### src/design/clce_pkg.sv
`default_nettype none
// ----------------------------------------------------------------------------
// clce_pkg
// Shared codes, handshake structs and address arithmetic of the LCD engine.
// ----------------------------------------------------------------------------
package clce_pkg;

	// item kinds on the input tuser
	localparam logic [1:0] FUNC_CMD   = 2'd0;
	localparam logic [1:0] FUNC_DATA  = 2'd1;
	localparam logic [1:0] FUNC_FETCH = 2'd2;

	// RAM sizes, fixed by the address arithmetic below
	localparam int TEXT_DEPTH  = 80;
	localparam int GLYPH_DEPTH = 64;

	localparam logic [7:0] CHAR_SPACE  = 8'd32;
	localparam logic [7:0] ADDR_LAST   = 8'd79;
	localparam logic [7:0] LINE1_LAST  = 8'd79;
	localparam logic [7:0] LINE2_LAST  = 8'd39;
	localparam logic [6:0] ADDR_HIGH63 = 7'd63;
	localparam logic [6:0] ADDR_FOLD   = 7'd24;
	localparam logic [6:0] HALF_BASE   = 7'd40;

	localparam int IN_W  = 24;
	localparam int OUT_W = 48;

	// controller -> datapath
	typedef struct packed {
		logic capture;
		logic exec;
		logic text_rd;
		logic glyph_rd;
		logic out_load;
	} clce_cmd_t;

	// datapath -> controller
	typedef struct packed {
		logic is_fetch;
	} clce_status_t;

	function automatic logic [6:0] step_addr(logic [6:0] a, logic down);
		logic [7:0] n;
		if (down) begin
			n = (a == 7'd0) ? ADDR_LAST : {1'b0, a} - 8'd1;
		end else begin
			n = {1'b0, a} + 8'd1;
		end
		if (n > ADDR_LAST) begin
			n = 8'd0;
		end
		return n[6:0];
	endfunction

	function automatic logic [6:0] step_shift(logic [6:0] s, logic down, logic two_line);
		logic [7:0] last;
		logic [7:0] n;
		last = two_line ? LINE2_LAST : LINE1_LAST;
		if (down) begin
			n = (s == 7'd0) ? last : {1'b0, s} - 8'd1;
		end else begin
			n = {1'b0, s} + 8'd1;
		end
		if (n > last) begin
			n = 8'd0;
		end
		return n[6:0];
	endfunction

	function automatic logic [7:0] sub_if(logic [7:0] x, logic [7:0] k);
		return (x >= k) ? x - k : x;
	endfunction

	// screen row/col through the display shift to a text address
	function automatic logic [6:0] map_pos(logic [1:0] row, logic [4:0] col,
			logic [6:0] shift, logic two_line);
		logic [6:0] row_base;
		logic [6:0] base;
		logic [7:0] x;
		logic [6:0] pos;
		case (row)
			2'd0:    row_base = 7'd0;
			2'd1:    row_base = 7'd40;
			2'd2:    row_base = 7'd20;
			default: row_base = 7'd60;
		endcase
		base = row_base + {2'b00, col};
		if (!two_line) begin
			x = {1'b0, base} + {1'b0, shift};
			x = sub_if(x, 8'd160);
			x = sub_if(x, 8'd80);
			pos = x[6:0];
		end else if (base < HALF_BASE) begin
			x = {1'b0, base} + {1'b0, shift};
			x = sub_if(x, 8'd160);
			x = sub_if(x, 8'd80);
			x = sub_if(x, 8'd40);
			pos = x[6:0];
		end else begin
			x = {1'b0, base - HALF_BASE} + {1'b0, shift};
			x = sub_if(x, 8'd160);
			x = sub_if(x, 8'd80);
			x = sub_if(x, 8'd40);
			pos = x[6:0] + HALF_BASE;
		end
		return pos;
	endfunction

endpackage
`default_nettype wire

### src/design/clce_ram.sv
`default_nettype none
// ----------------------------------------------------------------------------
// clce_ram
// Generic single-write, single-read RAM with registered read data.
// ----------------------------------------------------------------------------
module clce_ram #(
	parameter int WIDTH = 8,
	parameter int DEPTH = 64
) (
	input  wire logic                     clk,
	input  wire logic                     we,
	input  wire logic [$clog2(DEPTH)-1:0] waddr,
	input  wire logic [WIDTH-1:0]         wdata,
	input  wire logic                     re,
	input  wire logic [$clog2(DEPTH)-1:0] raddr,
	output logic      [WIDTH-1:0]         rdata
);
	logic [WIDTH-1:0] mem_q [DEPTH];
	logic [WIDTH-1:0] rdata_q;

	always_ff @(posedge clk) begin
		if (we) begin
			mem_q[waddr] <= wdata;
		end
		if (re) begin
			rdata_q <= mem_q[raddr];
		end
	end

	assign rdata = rdata_q;
endmodule
`default_nettype wire

### src/design/clce_ctrl.sv
`default_nettype none
// ----------------------------------------------------------------------------
// clce_ctrl
// Sequencer: accept, execute, text read, glyph read, result hand-off.
// ----------------------------------------------------------------------------
module clce_ctrl
	import clce_pkg::*;
(
	input  wire logic         clk,
	input  wire logic         arst_n,
	input  wire logic         s_tvalid,
	output logic              s_tready,
	output logic              m_tvalid,
	input  wire logic         m_tready,
	input  wire clce_status_t status,
	output clce_cmd_t         cmd
);
	localparam logic [2:0] ST_IDLE = 3'd0;
	localparam logic [2:0] ST_EXEC = 3'd1;
	localparam logic [2:0] ST_TRD  = 3'd2;
	localparam logic [2:0] ST_GRD  = 3'd3;
	localparam logic [2:0] ST_DONE = 3'd4;

	logic [2:0] state_q;
	logic [2:0] state_d;
	logic       m_tvalid_q;

	always_comb begin
		state_d  = state_q;
		cmd      = '0;
		s_tready = 1'b0;
		unique case (state_q)
			ST_IDLE: begin
				s_tready = 1'b1;
				if (s_tvalid) begin
					cmd.capture = 1'b1;
					state_d     = ST_EXEC;
				end
			end
			ST_EXEC: begin
				cmd.exec = 1'b1;
				state_d  = status.is_fetch ? ST_TRD : ST_DONE;
			end
			ST_TRD: begin
				cmd.text_rd = 1'b1;
				state_d     = ST_GRD;
			end
			ST_GRD: begin
				cmd.glyph_rd = 1'b1;
				state_d      = ST_DONE;
			end
			ST_DONE: begin
				// output register free, or emptied this cycle
				if (!m_tvalid_q || m_tready) begin
					cmd.out_load = 1'b1;
					state_d      = ST_IDLE;
				end
			end
			default: begin
				state_d = ST_IDLE;
			end
		endcase
	end

	always_ff @(posedge clk or negedge arst_n) begin
		if (!arst_n) begin
			state_q    <= ST_IDLE;
			m_tvalid_q <= 1'b0;
		end else begin
			state_q <= state_d;
			if (cmd.out_load) begin
				m_tvalid_q <= 1'b1;
			end else if (m_tready) begin
				m_tvalid_q <= 1'b0;
			end
		end
	end

	assign m_tvalid = m_tvalid_q;
endmodule
`default_nettype wire

### src/design/clce_dp.sv
`default_nettype none
// ----------------------------------------------------------------------------
// clce_dp
// Datapath: command decode, status registers, text and glyph RAMs, fetch.
// ----------------------------------------------------------------------------
module clce_dp
	import clce_pkg::*;
(
	input  wire logic             clk,
	input  wire logic             arst_n,
	input  wire logic [1:0]       func,
	input  wire logic [7:0]       value,
	input  wire logic [1:0]       row,
	input  wire logic [4:0]       col,
	input  wire logic [2:0]       glyph_line,
	input  wire clce_cmd_t        cmd,
	output clce_status_t          status,
	output logic      [OUT_W-1:0] out_data
);
	localparam int TAW = $clog2(TEXT_DEPTH);
	localparam int GAW = $clog2(GLYPH_DEPTH);

	// captured item
	logic [1:0] func_q;
	logic [7:0] value_q;
	logic [1:0] row_q;
	logic [4:0] col_q;
	logic [2:0] gline_q;

	// controller state
	logic [6:0] addr_count_q;
	logic [5:0] glyph_addr_q;
	logic       sel_text_q;
	logic       step_down_q;
	logic       auto_shift_q;
	logic [6:0] shift_q;
	logic       two_line_q;
	logic [2:0] disp_q;

	// per-entry valid, cleared by reset; the text bits also by the clear command
	logic [TEXT_DEPTH-1:0]  tvld_q;
	logic [GLYPH_DEPTH-1:0] gvld_q;

	// fetch path
	logic [6:0] pos_q;
	logic       cur_q;
	logic       tval_q;
	logic [7:0] code_q;
	logic       cust_q;
	logic       gval_q;
	logic [OUT_W-1:0] out_q;

	logic           t_we;
	logic [TAW-1:0] t_waddr;
	logic [7:0]     t_rdata;
	logic           g_we;
	logic [GAW-1:0] g_waddr;
	logic [GAW-1:0] g_raddr;
	logic [7:0]     g_rdata;
	logic [7:0]     code_d;
	logic [6:0]     set_addr;
	logic [7:0]     cline;
	logic           in_range;

	assign status.is_fetch = (func_q == FUNC_FETCH);

	assign in_range = (addr_count_q < TEXT_DEPTH);
	assign t_we     = cmd.exec && (func_q == FUNC_DATA) && sel_text_q && in_range;
	assign t_waddr  = addr_count_q[TAW-1:0];
	assign g_we     = cmd.exec && (func_q == FUNC_DATA) && !sel_text_q;
	assign g_waddr  = glyph_addr_q[GAW-1:0];

	assign code_d  = tval_q ? t_rdata : CHAR_SPACE;
	assign g_raddr = GAW'({code_d[2:0], gline_q});
	assign cline   = (cust_q && gval_q) ? g_rdata : 8'd0;

	// set-address command: fold 64..127 down in two-line mode
	assign set_addr = (two_line_q && value_q[6:0] > ADDR_HIGH63) ?
		value_q[6:0] - ADDR_FOLD : value_q[6:0];

	clce_ram #(
		.WIDTH(8),
		.DEPTH(TEXT_DEPTH)
	) u_text_ram (
		.clk  (clk),
		.we   (t_we),
		.waddr(t_waddr),
		.wdata(value_q),
		.re   (cmd.text_rd),
		.raddr(pos_q[TAW-1:0]),
		.rdata(t_rdata)
	);

	clce_ram #(
		.WIDTH(8),
		.DEPTH(GLYPH_DEPTH)
	) u_glyph_ram (
		.clk  (clk),
		.we   (g_we),
		.waddr(g_waddr),
		.wdata(value_q),
		.re   (cmd.glyph_rd),
		.raddr(g_raddr),
		.rdata(g_rdata)
	);

	// payload registers
	always_ff @(posedge clk) begin
		if (cmd.capture) begin
			value_q <= value;
			row_q   <= row;
			col_q   <= col;
			gline_q <= glyph_line;
		end
		if (cmd.exec) begin
			pos_q <= map_pos(row_q, col_q, shift_q, two_line_q);
		end
		if (cmd.text_rd) begin
			tval_q <= tvld_q[pos_q[TAW-1:0]];
			cur_q  <= (pos_q == addr_count_q);
		end
		if (cmd.glyph_rd) begin
			code_q <= code_d;
			cust_q <= (code_d < 8'd8);
			gval_q <= gvld_q[g_raddr];
		end
		if (cmd.out_load) begin
			if (status.is_fetch) begin
				out_q <= {6'd0, sel_text_q, glyph_addr_q, shift_q, addr_count_q,
					disp_q[0], disp_q[1], disp_q[2], cline, cust_q, cur_q, code_q};
			end else begin
				out_q <= {6'd0, sel_text_q, glyph_addr_q, shift_q, addr_count_q,
					disp_q[0], disp_q[1], disp_q[2], 18'd0};
			end
		end
	end

	// control state
	always_ff @(posedge clk or negedge arst_n) begin
		if (!arst_n) begin
			func_q       <= FUNC_CMD;
			addr_count_q <= '0;
			glyph_addr_q <= '0;
			sel_text_q   <= 1'b1;
			step_down_q  <= 1'b0;
			auto_shift_q <= 1'b0;
			shift_q      <= '0;
			two_line_q   <= 1'b0;
			disp_q       <= '0;
			tvld_q       <= '0;
			gvld_q       <= '0;
		end else begin
			if (cmd.capture) begin
				func_q <= func;
			end
			if (cmd.exec && func_q == FUNC_CMD) begin
				unique casez (value_q)
					8'b1???????: begin
						addr_count_q <= set_addr;
						sel_text_q   <= 1'b1;
					end
					8'b01??????: begin
						glyph_addr_q <= value_q[5:0];
						sel_text_q   <= 1'b0;
					end
					8'b001?????: begin
						two_line_q <= value_q[3];
					end
					8'b0001????: begin
						if (value_q[3]) begin
							shift_q <= step_shift(shift_q, value_q[2], two_line_q);
						end else begin
							addr_count_q <= step_addr(addr_count_q, value_q[2]);
						end
					end
					8'b00001???: begin
						disp_q <= value_q[2:0];
					end
					8'b000001??: begin
						step_down_q  <= ~value_q[1];
						auto_shift_q <= value_q[0];
					end
					8'b0000001?: begin
						addr_count_q <= '0;
						shift_q      <= '0;
					end
					8'b00000001: begin
						tvld_q       <= '0;
						addr_count_q <= '0;
						shift_q      <= '0;
					end
					8'b00000000: begin
					end
				endcase
			end
			if (cmd.exec && func_q == FUNC_DATA) begin
				if (sel_text_q) begin
					if (in_range) begin
						tvld_q[t_waddr] <= 1'b1;
					end
					addr_count_q <= step_addr(addr_count_q, step_down_q);
					if (auto_shift_q) begin
						shift_q <= step_shift(shift_q, step_down_q, two_line_q);
					end
				end else begin
					gvld_q[g_waddr] <= 1'b1;
					glyph_addr_q    <= glyph_addr_q + 6'd1;
				end
			end
		end
	end

	assign out_data = out_q;
endmodule
`default_nettype wire

### src/design/char_lcd_command_engine.sv
// A fetch passes through execute, text RAM read, glyph RAM read and the output
// register; a command or data write through execute, then the output register.
// The engine holds one item at a time; the text RAM read followed by the
// dependent glyph RAM read makes a fetch take longer than a write.
// Reset (arst_n low): text reads as spaces, glyph RAM as zero, status cleared,
// no beat pending; no clearing pass is needed.
`default_nettype none
// ----------------------------------------------------------------------------
// char_lcd_command_engine
// Character LCD controller core: commands, DDRAM/CGRAM writes, display fetch.
// ----------------------------------------------------------------------------
// Input beat: tuser carries the kind (command, data, fetch); tdata carries the
// byte and the fetch coordinates. Every input beat yields one output beat with
// the fetched character (zero on writes) and the status after the item.
// The controller accepts a new beat while the previous result still waits on
// m_tready; the output register holds it until taken.
// Text entries and glyph entries carry valid bits so reset clears both, and the
// clear command clears the text, without a clearing pass over the RAMs.
// ----------------------------------------------------------------------------
module char_lcd_command_engine
	import clce_pkg::*;
(
	input  wire logic             clk,
	input  wire logic             arst_n,
	input  wire logic             s_tvalid,
	output logic                  s_tready,
	// value[7:0], row[9:8], col[14:10], glyph_line[17:15], zero[23:18]
	input  wire logic [IN_W-1:0]  s_tdata,
	// func[1:0]
	input  wire logic [1:0]       s_tuser,
	output logic                  m_tvalid,
	input  wire logic             m_tready,
	// char_code[7:0], at_cursor[8], is_custom[9], custom_line[17:10],
	// display_on[18], cursor_on[19], cursor_blink[20], address_counter[27:21],
	// shift_amount[34:28], glyph_address[40:35], text_ram_selected[41],
	// zero[47:42]
	output logic      [OUT_W-1:0] m_tdata
);
	clce_cmd_t    cmd;
	clce_status_t status;

	// sequencer: one item at a time
	clce_ctrl u_ctrl (
		.clk     (clk),
		.arst_n  (arst_n),
		.s_tvalid(s_tvalid),
		.s_tready(s_tready),
		.m_tvalid(m_tvalid),
		.m_tready(m_tready),
		.status  (status),
		.cmd     (cmd)
	);

	// decode, state, RAMs, fetch mapping and output register
	clce_dp u_dp (
		.clk       (clk),
		.arst_n    (arst_n),
		.func      (s_tuser),
		.value     (s_tdata[7:0]),
		.row       (s_tdata[9:8]),
		.col       (s_tdata[14:10]),
		.glyph_line(s_tdata[17:15]),
		.cmd       (cmd),
		.status    (status),
		.out_data  (m_tdata)
	);
endmodule
`default_nettype wire

### config.mk
export PLATFORM = sky130hd
export DESIGN_NAME = char_lcd_command_engine
export DESIGN_NICKNAME = d
export VERILOG_FILES = /design/src/design/clce_pkg.sv /design/src/design/clce_ram.sv /design/src/design/clce_ctrl.sv /design/src/design/clce_dp.sv /design/src/design/char_lcd_command_engine.sv
export SDC_FILE = /design/constraint.sdc
export NUM_CORES = 1
export LEC_CHECK = 0
export BUFFER_PORTS_ARGS = -buffer_cell sky130_fd_sc_hd__buf_2
export CAP_MARGIN = 30
export CORE_AREA = 2 2 223 445
export DETAILED_ROUTE_END_ITERATION = 10
export DIE_AREA = 0 0 225 447
export GPL_TIMING_DRIVEN = 0
export PLACE_DENSITY = 0.79
export SLEW_MARGIN = 20
export SYNTH_ARGS = -nofsm -noshare
export SYNTH_HDL_FRONTEND = slang
export SYNTH_SLANG_ARGS = --single-unit
export TNS_END_PERCENT = 1
### constraint.sdc
create_clock -name clk -period 9.75 [get_ports clk]
set_input_delay 1.95 -clock clk [delete_from_list [all_inputs] [get_ports clk]]
set_output_delay 1.95 -clock clk [all_outputs]
set_load 0.05 [all_outputs]
==> results of run 1 <==
-- cell usage in the layout (no fill, tap or decap), types with 30 or more instances in the layout --
cell       Yosys  routed
a21o_1        84      84
a21oi_1       44      44
buf_1         36      34
buf_2         14      82
buf_8          0      51
clkbuf_1      97     113
clkbuf_16      0     119
dfrtp_1      176     176
edfxtp_1    1247    1247
ha_1          37      37
inv_1         30      30
mux4_2       422     422
nand2_1      108     108
nand3_1       37      37
nor2_1       197     197
o21ai_0       34      34
or2_2         74      74
-- cell type report --
class                      count  area [um^2]
sequential                  1424        41900
fill                        5944        31800
multi-input combinational   1355        15300
clock buffer                 148         3220
timing repair buffer         172         1960
tap                         1230         1540
clock inverter                72          661
buffer                       156          641
inverter                      35          131
antenna                        1         2.50
-- state kept, by name (all words and copies together) (netlist names), 2 cells and up --
name / cells
u_dp.code_q: 8
u_dp.pos_q: 7
u_dp.u_text_ram.rdata: 8
u_dp.g_waddr: 6
u_dp.u_text_ram.mem_q: 640
u_dp.addr_count_q: 7
u_dp.u_glyph_ram.mem_q: 512
u_dp.u_glyph_ram.rdata: 8
u_dp.disp_q: 3
u_dp.out_data: 42
u_dp.col_q: 5
u_dp.gline_q: 3
u_dp.func_q: 2
u_dp.gvld_q: 64
u_ctrl.state_q: 3
u_dp.value_q: 8
u_dp.tvld_q: 80
u_dp.row_q: 2
u_dp.shift_q: 7
-- worst register-to-register path, cell delays in order (launching register included) --
cell	delay [ps]
edfxtp_1	460
ha_1	320
a21o_1	120
a21oi_1	70
xnor2_1	450
ha_1	430
or3b_2	500
o211ai_1	100
a211o_1	290
inv_1	120
ha_1	230
a41oi_1	360
o21a_1	240
ha_1	190
nand3b_1	80
o41ai_1	700
o211ai_1	250
o2111ai_1	210
nand2_1	140
ha_1	240
nand2_1	60
a21oi_1	70
a41o_1	240
nor3_1	190
-- path summary, 6_finish.rpt --
check                               start  slack (ps)  cells past startpoint               to
max in group asynchronous          arst_n        7960                      2  u_dp.gvld_q[11]
min                        u_dp.gvld_q[2]         460                      1   u_dp.gvld_q[2]
max reg2reg                 u_dp.row_q[0]        3510                     23    u_dp.pos_q[5]
min in group asynchronous          arst_n        1000                      1  u_dp.gvld_q[42]
max                         u_dp.row_q[0]        3510                     23    u_dp.pos_q[5]
min reg2reg                u_dp.gvld_q[2]         460                      1   u_dp.gvld_q[2]
-- power by group through the flow --
stage               Combinational (mW)  Sequential [mW]  Clock [mW]
global placement                  4.90             7.96           0
detailed placement                5.62             7.56           0
finish                            5.74             7.44        4.76
global route                      6.00             7.46        5.00
CTS                               5.65             7.43        4.80
floorplan                         3.34             7.78           0
-- per-layer routing --
layer	GRT usage	vias up
li1	-	12600
met4	0.247	2
met2	0.557	1699
met1	0.323	15900
met3	0.0403	493
met5	0	-
-- stage by stage --
| step | hold slack [ps] | std cells |
|---|---|---|
| after detailed placement | 445 | 4340 |
| after floorplan | 419 | 2970 |
| after global routing | 471 | 4592 |
| final | 461 | 4593 |
| after CTS | 460 | 4560 |
| after global placement | 427 | 4267 |
-- cell families (layout without fill, tap and decap cells) --
kind of cell,Yosys count,in the layout,synth area share
fa+ha+maj,39,39,0.00869
flops,1424,1424,0.723
compound gates,281,281,0.0350
simple gates,551,551,0.0461
mux,445,445,0.168
other cells,1,7,0.0000648
buf+inv,191,583,0.0133
xor+xnor,33,33,0.00512
==> summary.txt, run 1 <==
Global route
  – Largest net degree at the start of global routing: 90
  – Vias in the first global route: 32,200
  – All-Layer GR Usage: 0.310
  – First-pass GRT wire length: 218 mm
  – Antenna violations before repair: 4
  – Remaining Overflow, GRT: 0

Drt
  – Vias post-DR: 30,700
  – Routed len/inst: 33.0 um
  – Wire length on met2: 81.6 mm
  – DRC viols: 0
  – Met1 Wirelength: 46.0 mm
  – Routed length on met3: 9.55 mm
  – Final ANT Viol Nets: 0
  – 1st-iter DRT viols: 3,385
  – TritonRoute pass-1 iters: 7
  – Vias per cell: 6.69
  – Routed WL: 152 mm
  – Top Metal Used: met5

Timing
  – Final WS setup: 3510 ps
  – Max frequency: 160 MHz
  – Period utilization: 0.640
  – Rel. slew slack: 0.284
  – Hold Fails Final Rpt: 0
  – Slew Limit Fails: 0
  – Post-layout minimum cycle time: 6240 ps
  – Worst-Margin Slew: 1070 ps
  – Final setup viols: 0
  – Unrepaired setup endpoints after global routing: no
  – Setup TNS Final: 0 ps
  – Setup Skew: 45.2 ps

Critical path
  – Crit-path most repeated cell: ha_1
  – Setup crit start kind: flip-flop
  – Critical Path, Cell by Cell: ha_1 > a21o_1 > a21oi_1 > xnor2_1 > ha_1 > or3b_2 > o211ai_1 > a211o_1 > inv_1 > ha_1 > a41oi_1 > o21a_1 > ha_1 > nand3b_1 > o41ai_1 > o211ai_1 > o2111ai_1 > nand2_1 > ha_1 > nand2_1 > a21oi_1 > a41o_1 > nor3_1
  – WP buf/inv: 1
  – Crit path max-delay cell type: o41ai_1
  – Arr. time, crit path: 6770 ps
  – Critical-path maximum fanout: 9
  – Setup crit end kind: flip-flop
  – Crit-path leading delay family: compound AO/OA/AOI/OAI gates
  – Max incr delay on CP: 700 ps
  – Crit Path Class: reg -> reg
  – Critical Path RT: 10,280 ps

Power and ir drop
  – Register share of total power: 0.415
  – Clock share of power: 0.265
  – PnR Total Power: 17.9 mW
  – Peak VDD IR: 0.207 mV
  – Internal Power: 12.1 mW
  – Cell area power density: 275 mW/mm^2
  – Pleak: 22.8 nW
  – Sw Pwr: 5.88 mW
  – Net Sw Frac: 0.327
  – Logic gate share of total power: 0.320

Clock network
  – TritonCTS buffer count: 116
  – CTS Hold Bufs: 0
  – Clock sinks: 1,424
  – CTS root buffer: clkbuf_16
  – CTS tree: done
  – CTS resizes: 0
  – Total setup buffers inserted after CTS: 0
  – H-tree depth: 3
  – Clk slew on worst S/H paths: 60 ps
  – Longest Clk Path Bufs: 3
  – Skew-Pair Late Insertion Delay: 760 ps

Synthesis
  – Post-synthesis async set-or-reset flop share: 0.124
  – Synth top area cells: edfxtp_1 (65%), mux4_2 (16%), dfrtp_1 (7.6%)
  – Seq/Total Area, Yosys: 0.723
  – Yosys synthesis warning count: 0
  – #FFs+latches synth: 1,424
  – Cell type with the largest total area after synthesis: edfxtp_1
  – Syn_area_per_cell: 19.5 um^2
  – Gate count of the mapped netlist: 2,965
  – Post-synth EDFFs: 1,247
  – Top cells by count, synth: edfxtp_1 (1,247), mux4_2 (422), nor2_1 (197), dfrtp_1 (176), nand2_1 (108)
  – Area share of the largest cell type after synthesis: 0.647
  – Top_reg_cell synth: edfxtp_1
  – Synthesized area: 0.0579 mm^2
  – Synth unique cells: 87
  – Count leader, synth: edfxtp_1

Floorplanning
  – Io pins: 80
  – Die W: 225 um
  – Starting Density: 0.596
  – DIE AREA: 0.101 mm^2
  – Die Span Y: 447 um
  – Row count: 162
  – Total core area: 0.0971 mm^2

Cells and area
  – P&R area growth vs syn: 12.8%
  – Final nets: 3,329
  – Fin util: 0.673
  – Design Area, Final: 0.0653 mm^2
  – Share of post-route cells with drive strength above 1: 0.272

Placement
  – DP Area: 0.0611 mm^2
  – IO buf count: 67
  – Routability cong.: 0.985
  – Dpl hpwl: 110 mm
  – Pre-CTS setup slack: 3540 ps

Status
  – Status: finished clean

Run
  – Maxcap violations: 0

Hold path
  – Worst Hold Class: reg -> reg
Note: power is estimated with default switching activity, not from simulation.
==> run 2, diff against run 1 <==
==> constraint.sdc (replaced) <==
create_clock -name clk -period 5.85 [get_ports clk]
set_input_delay 1.17 -clock clk [delete_from_list [all_inputs] [get_ports clk]]
set_output_delay 1.17 -clock clk [all_outputs]
set_load 0.05 [all_outputs]
==> run 2 against run 1 <==
Against the previous run:
- the run now ends with antenna violations left
- clock power rose by 67%
- sequential power rose by 67%
- hold slack got worse by 240 ps
- wire length rose by 0.15%
- core utilization rose by 0.17 points
- via count barely moved
- clock-buffer cell count did not move
- cell count rose by 0.22%
- sequential share of layout area fell by 0.16 points
- non-clock buffer count rose by 4
- largest power group unchanged
- fmax rose by 11%
==> summary.txt, run 2 (synthesis results as in run 1) <==
Clock network
  – CTS tree: done
  – Longest Clk Path Bufs: 3
  – CTS root buffer: clkbuf_16
  – Clk slew on worst S/H paths: 70 ps
  – H-tree depth: 3
  – CTS Hold Bufs: 0
  – Clock sinks: 1,424
  – Skew-Pair Late Insertion Delay: 760 ps
  – TritonCTS buffer count: 116

Cells and area
  – Biggest regs: u_dp.u_text_ram.mem_q x640, u_dp.u_glyph_ram.mem_q x512, u_dp.tvld_q x80
  – Most frequent cells in the layout: edfxtp_1 (1,247), mux4_2 (422), nor2_1 (197)
  – Register area: 0.0419 mm^2
  – P&R area growth vs syn: 13.1%
  – Final nets: 3,333
  – Share of post-route cells with drive strength above 1: 0.278
  – Largest Register: u_dp.u_text_ram.mem_q
  – Filler cells: 5,938
  – Design Area, Final: 0.0655 mm^2
  – Number of flip-flops in the largest register: 640
  – Multi-input logic area: 0.0154 mm^2
  – Fin util: 0.674
  – Most common cell after layout, fill and taps aside: edfxtp_1

Critical path
  – Crit Path Class: reg -> reg
  – Crit path max-delay cell type: o311a_4
  – Arr. time, crit path: 6180 ps
  – Critical Path, Cell by Cell: clkbuf_1 > ha_2 > fa_2 > xor2_2 > inv_1 > ha_1 > inv_1 > ha_1 > clkbuf_4 > o21a_1 > o2111a_1 > a211oi_4 > ha_2 > nand2_1 > o311a_4 > or3_4 > a211o_1 > a21oi_2 > xnor2_1 > ha_2 > nor3_1 > mux2_1 > o31a_1 > nor3_2
  – Critical Path RT: 6400 ps
  – Setup crit start kind: flip-flop
  – Critical-path maximum fanout: 6
  – Worst r2r path cells: 24
  – Crit-path leading delay family: compound AO/OA/AOI/OAI gates
  – WP buf/inv: 4
  – Crit-path most repeated cell: ha_2
  – Max incr delay on CP: 420 ps
  – Number of stages on the worst setup path: 24
  – Setup crit end kind: flip-flop

Timing
  – Max frequency: 178 MHz
  – Worst-Margin Slew: 1060 ps
  – Rel. slew slack: 0.291
  – Period utilization: 0.963
  – Hold Fails Final Rpt: 0
  – Post-layout minimum cycle time: 5630 ps
  – Setup Skew: 47.9 ps
  – Slew Limit Fails: 0
  – Final setup viols: 0

Global route
  – Vias in the first global route: 32,200
  – All-Layer GR Usage: 0.310
  – First-pass GRT wire length: 219 mm
  – Antenna violations before repair: 4
  – Remaining Overflow, GRT: 0
  – Largest net degree at the start of global routing: 90

Status
  – Violated checks: antenna violations
  – Status: finished, violations left

Power and ir drop
  – Peak VDD IR: 0.342 mV
  – Cell area power density: 461 mW/mm^2
  – Pleak: 22.8 nW

Drt
  – Vias post-DR: 30,700
  – Routed WL: 152 mm
  – Final ANT Viol Nets: 1
  – 1st-iter DRT viols: 3,341
  – Vias per cell: 6.68
  – TritonRoute pass-1 iters: 6
  – Routed len/inst: 33.0 um
  – DRC viols: 0

Floorplanning
  – Starting Density: 0.596
  – Total core area: 0.0971 mm^2
  – Die Span Y: 447 um
  – Die W: 225 um
  – Io pins: 80
  – DIE AREA: 0.101 mm^2
  – Row count: 162

Placement
  – Dpl hpwl: 110 mm
  – IO buf count: 67
  – DP Area: 0.0611 mm^2
  – Routability cong.: 0.985

Hold path
  – Worst Hold Class: in -> async

Run
  – Maxcap violations: 0
[run 2: power breakdown]
group | switching [mW] | leakage (nW) | internal, mW | total (mW)
logic | 5.85 | 7.29 | 3.97 | 9.82
registers | 0.381 | 13.7 | 12.0 | 12.4
clock network | 3.66 | 1.90 | 4.28 | 7.94
total | 9.90 | 22.8 | 20.3 | 30.2
[run 2: metal layers]
metal | global-route usage | vias to the layer above | wire, um
li1 | - | 12600 | -
met1 | 0.323 | 15900 | 46300
met2 | 0.558 | 1690 | 81800
met3 | 0.0400 | 489 | 9320
met4 | 0.247 | 2 | 14400
met5 | 0 | - | 8
[run 2: what timing repair did]
item | CTS | global route
resized for setup | 9 | 15
setup buffers | 2 | 3
pin swaps | 3 | 6
cloned | 0 | 0
endpoints found under the setup margin | 4 | 4
[run 2: cell type report]
class,count,share of cell area
sequential,1424,0.640
multi-input combinational,1355,0.235
clock buffer,148,0.0491
timing repair buffer,177,0.0305
tap,1230,0.0235
clock inverter,72,0.0101
buffer,155,0.00977
inverter,35,0.00201
antenna,7,0.000268
[run 2: worst paths after layout]
check / start / endpoint / slack [ps]
worst max-delay path: u_dp.row_q[1] / u_dp.pos_q[5] / 220
worst min-delay path: arst_n / u_dp.gvld_q[42] / 220
worst max register to register: u_dp.row_q[1] / u_dp.pos_q[5] / 220
worst min register to register: u_dp.disp_q[0] / u_dp.out_data[20] / 460
max in group asynchronous: arst_n / u_dp.gvld_q[11] / 4850
min in group clk: u_dp.disp_q[0] / u_dp.out_data[20] / 460
[run 2: through the flow]
step	hold WS [ps]	setup WS (ps)	total power, mW	setup TNS (ps)	instances
2_1_floorplan	419	466	18.5	0	2970
3_3_place_gp	427	-2190	21.4	-134830	4267
3_5_place_dp	445	-361	22.0	-1120	4340
4_1_cts	183	36.3	29.9	0	4562
5_1_grt	201	-10.5	31.0	-10.5	4596
6_report	221	217	30.2	0	4603
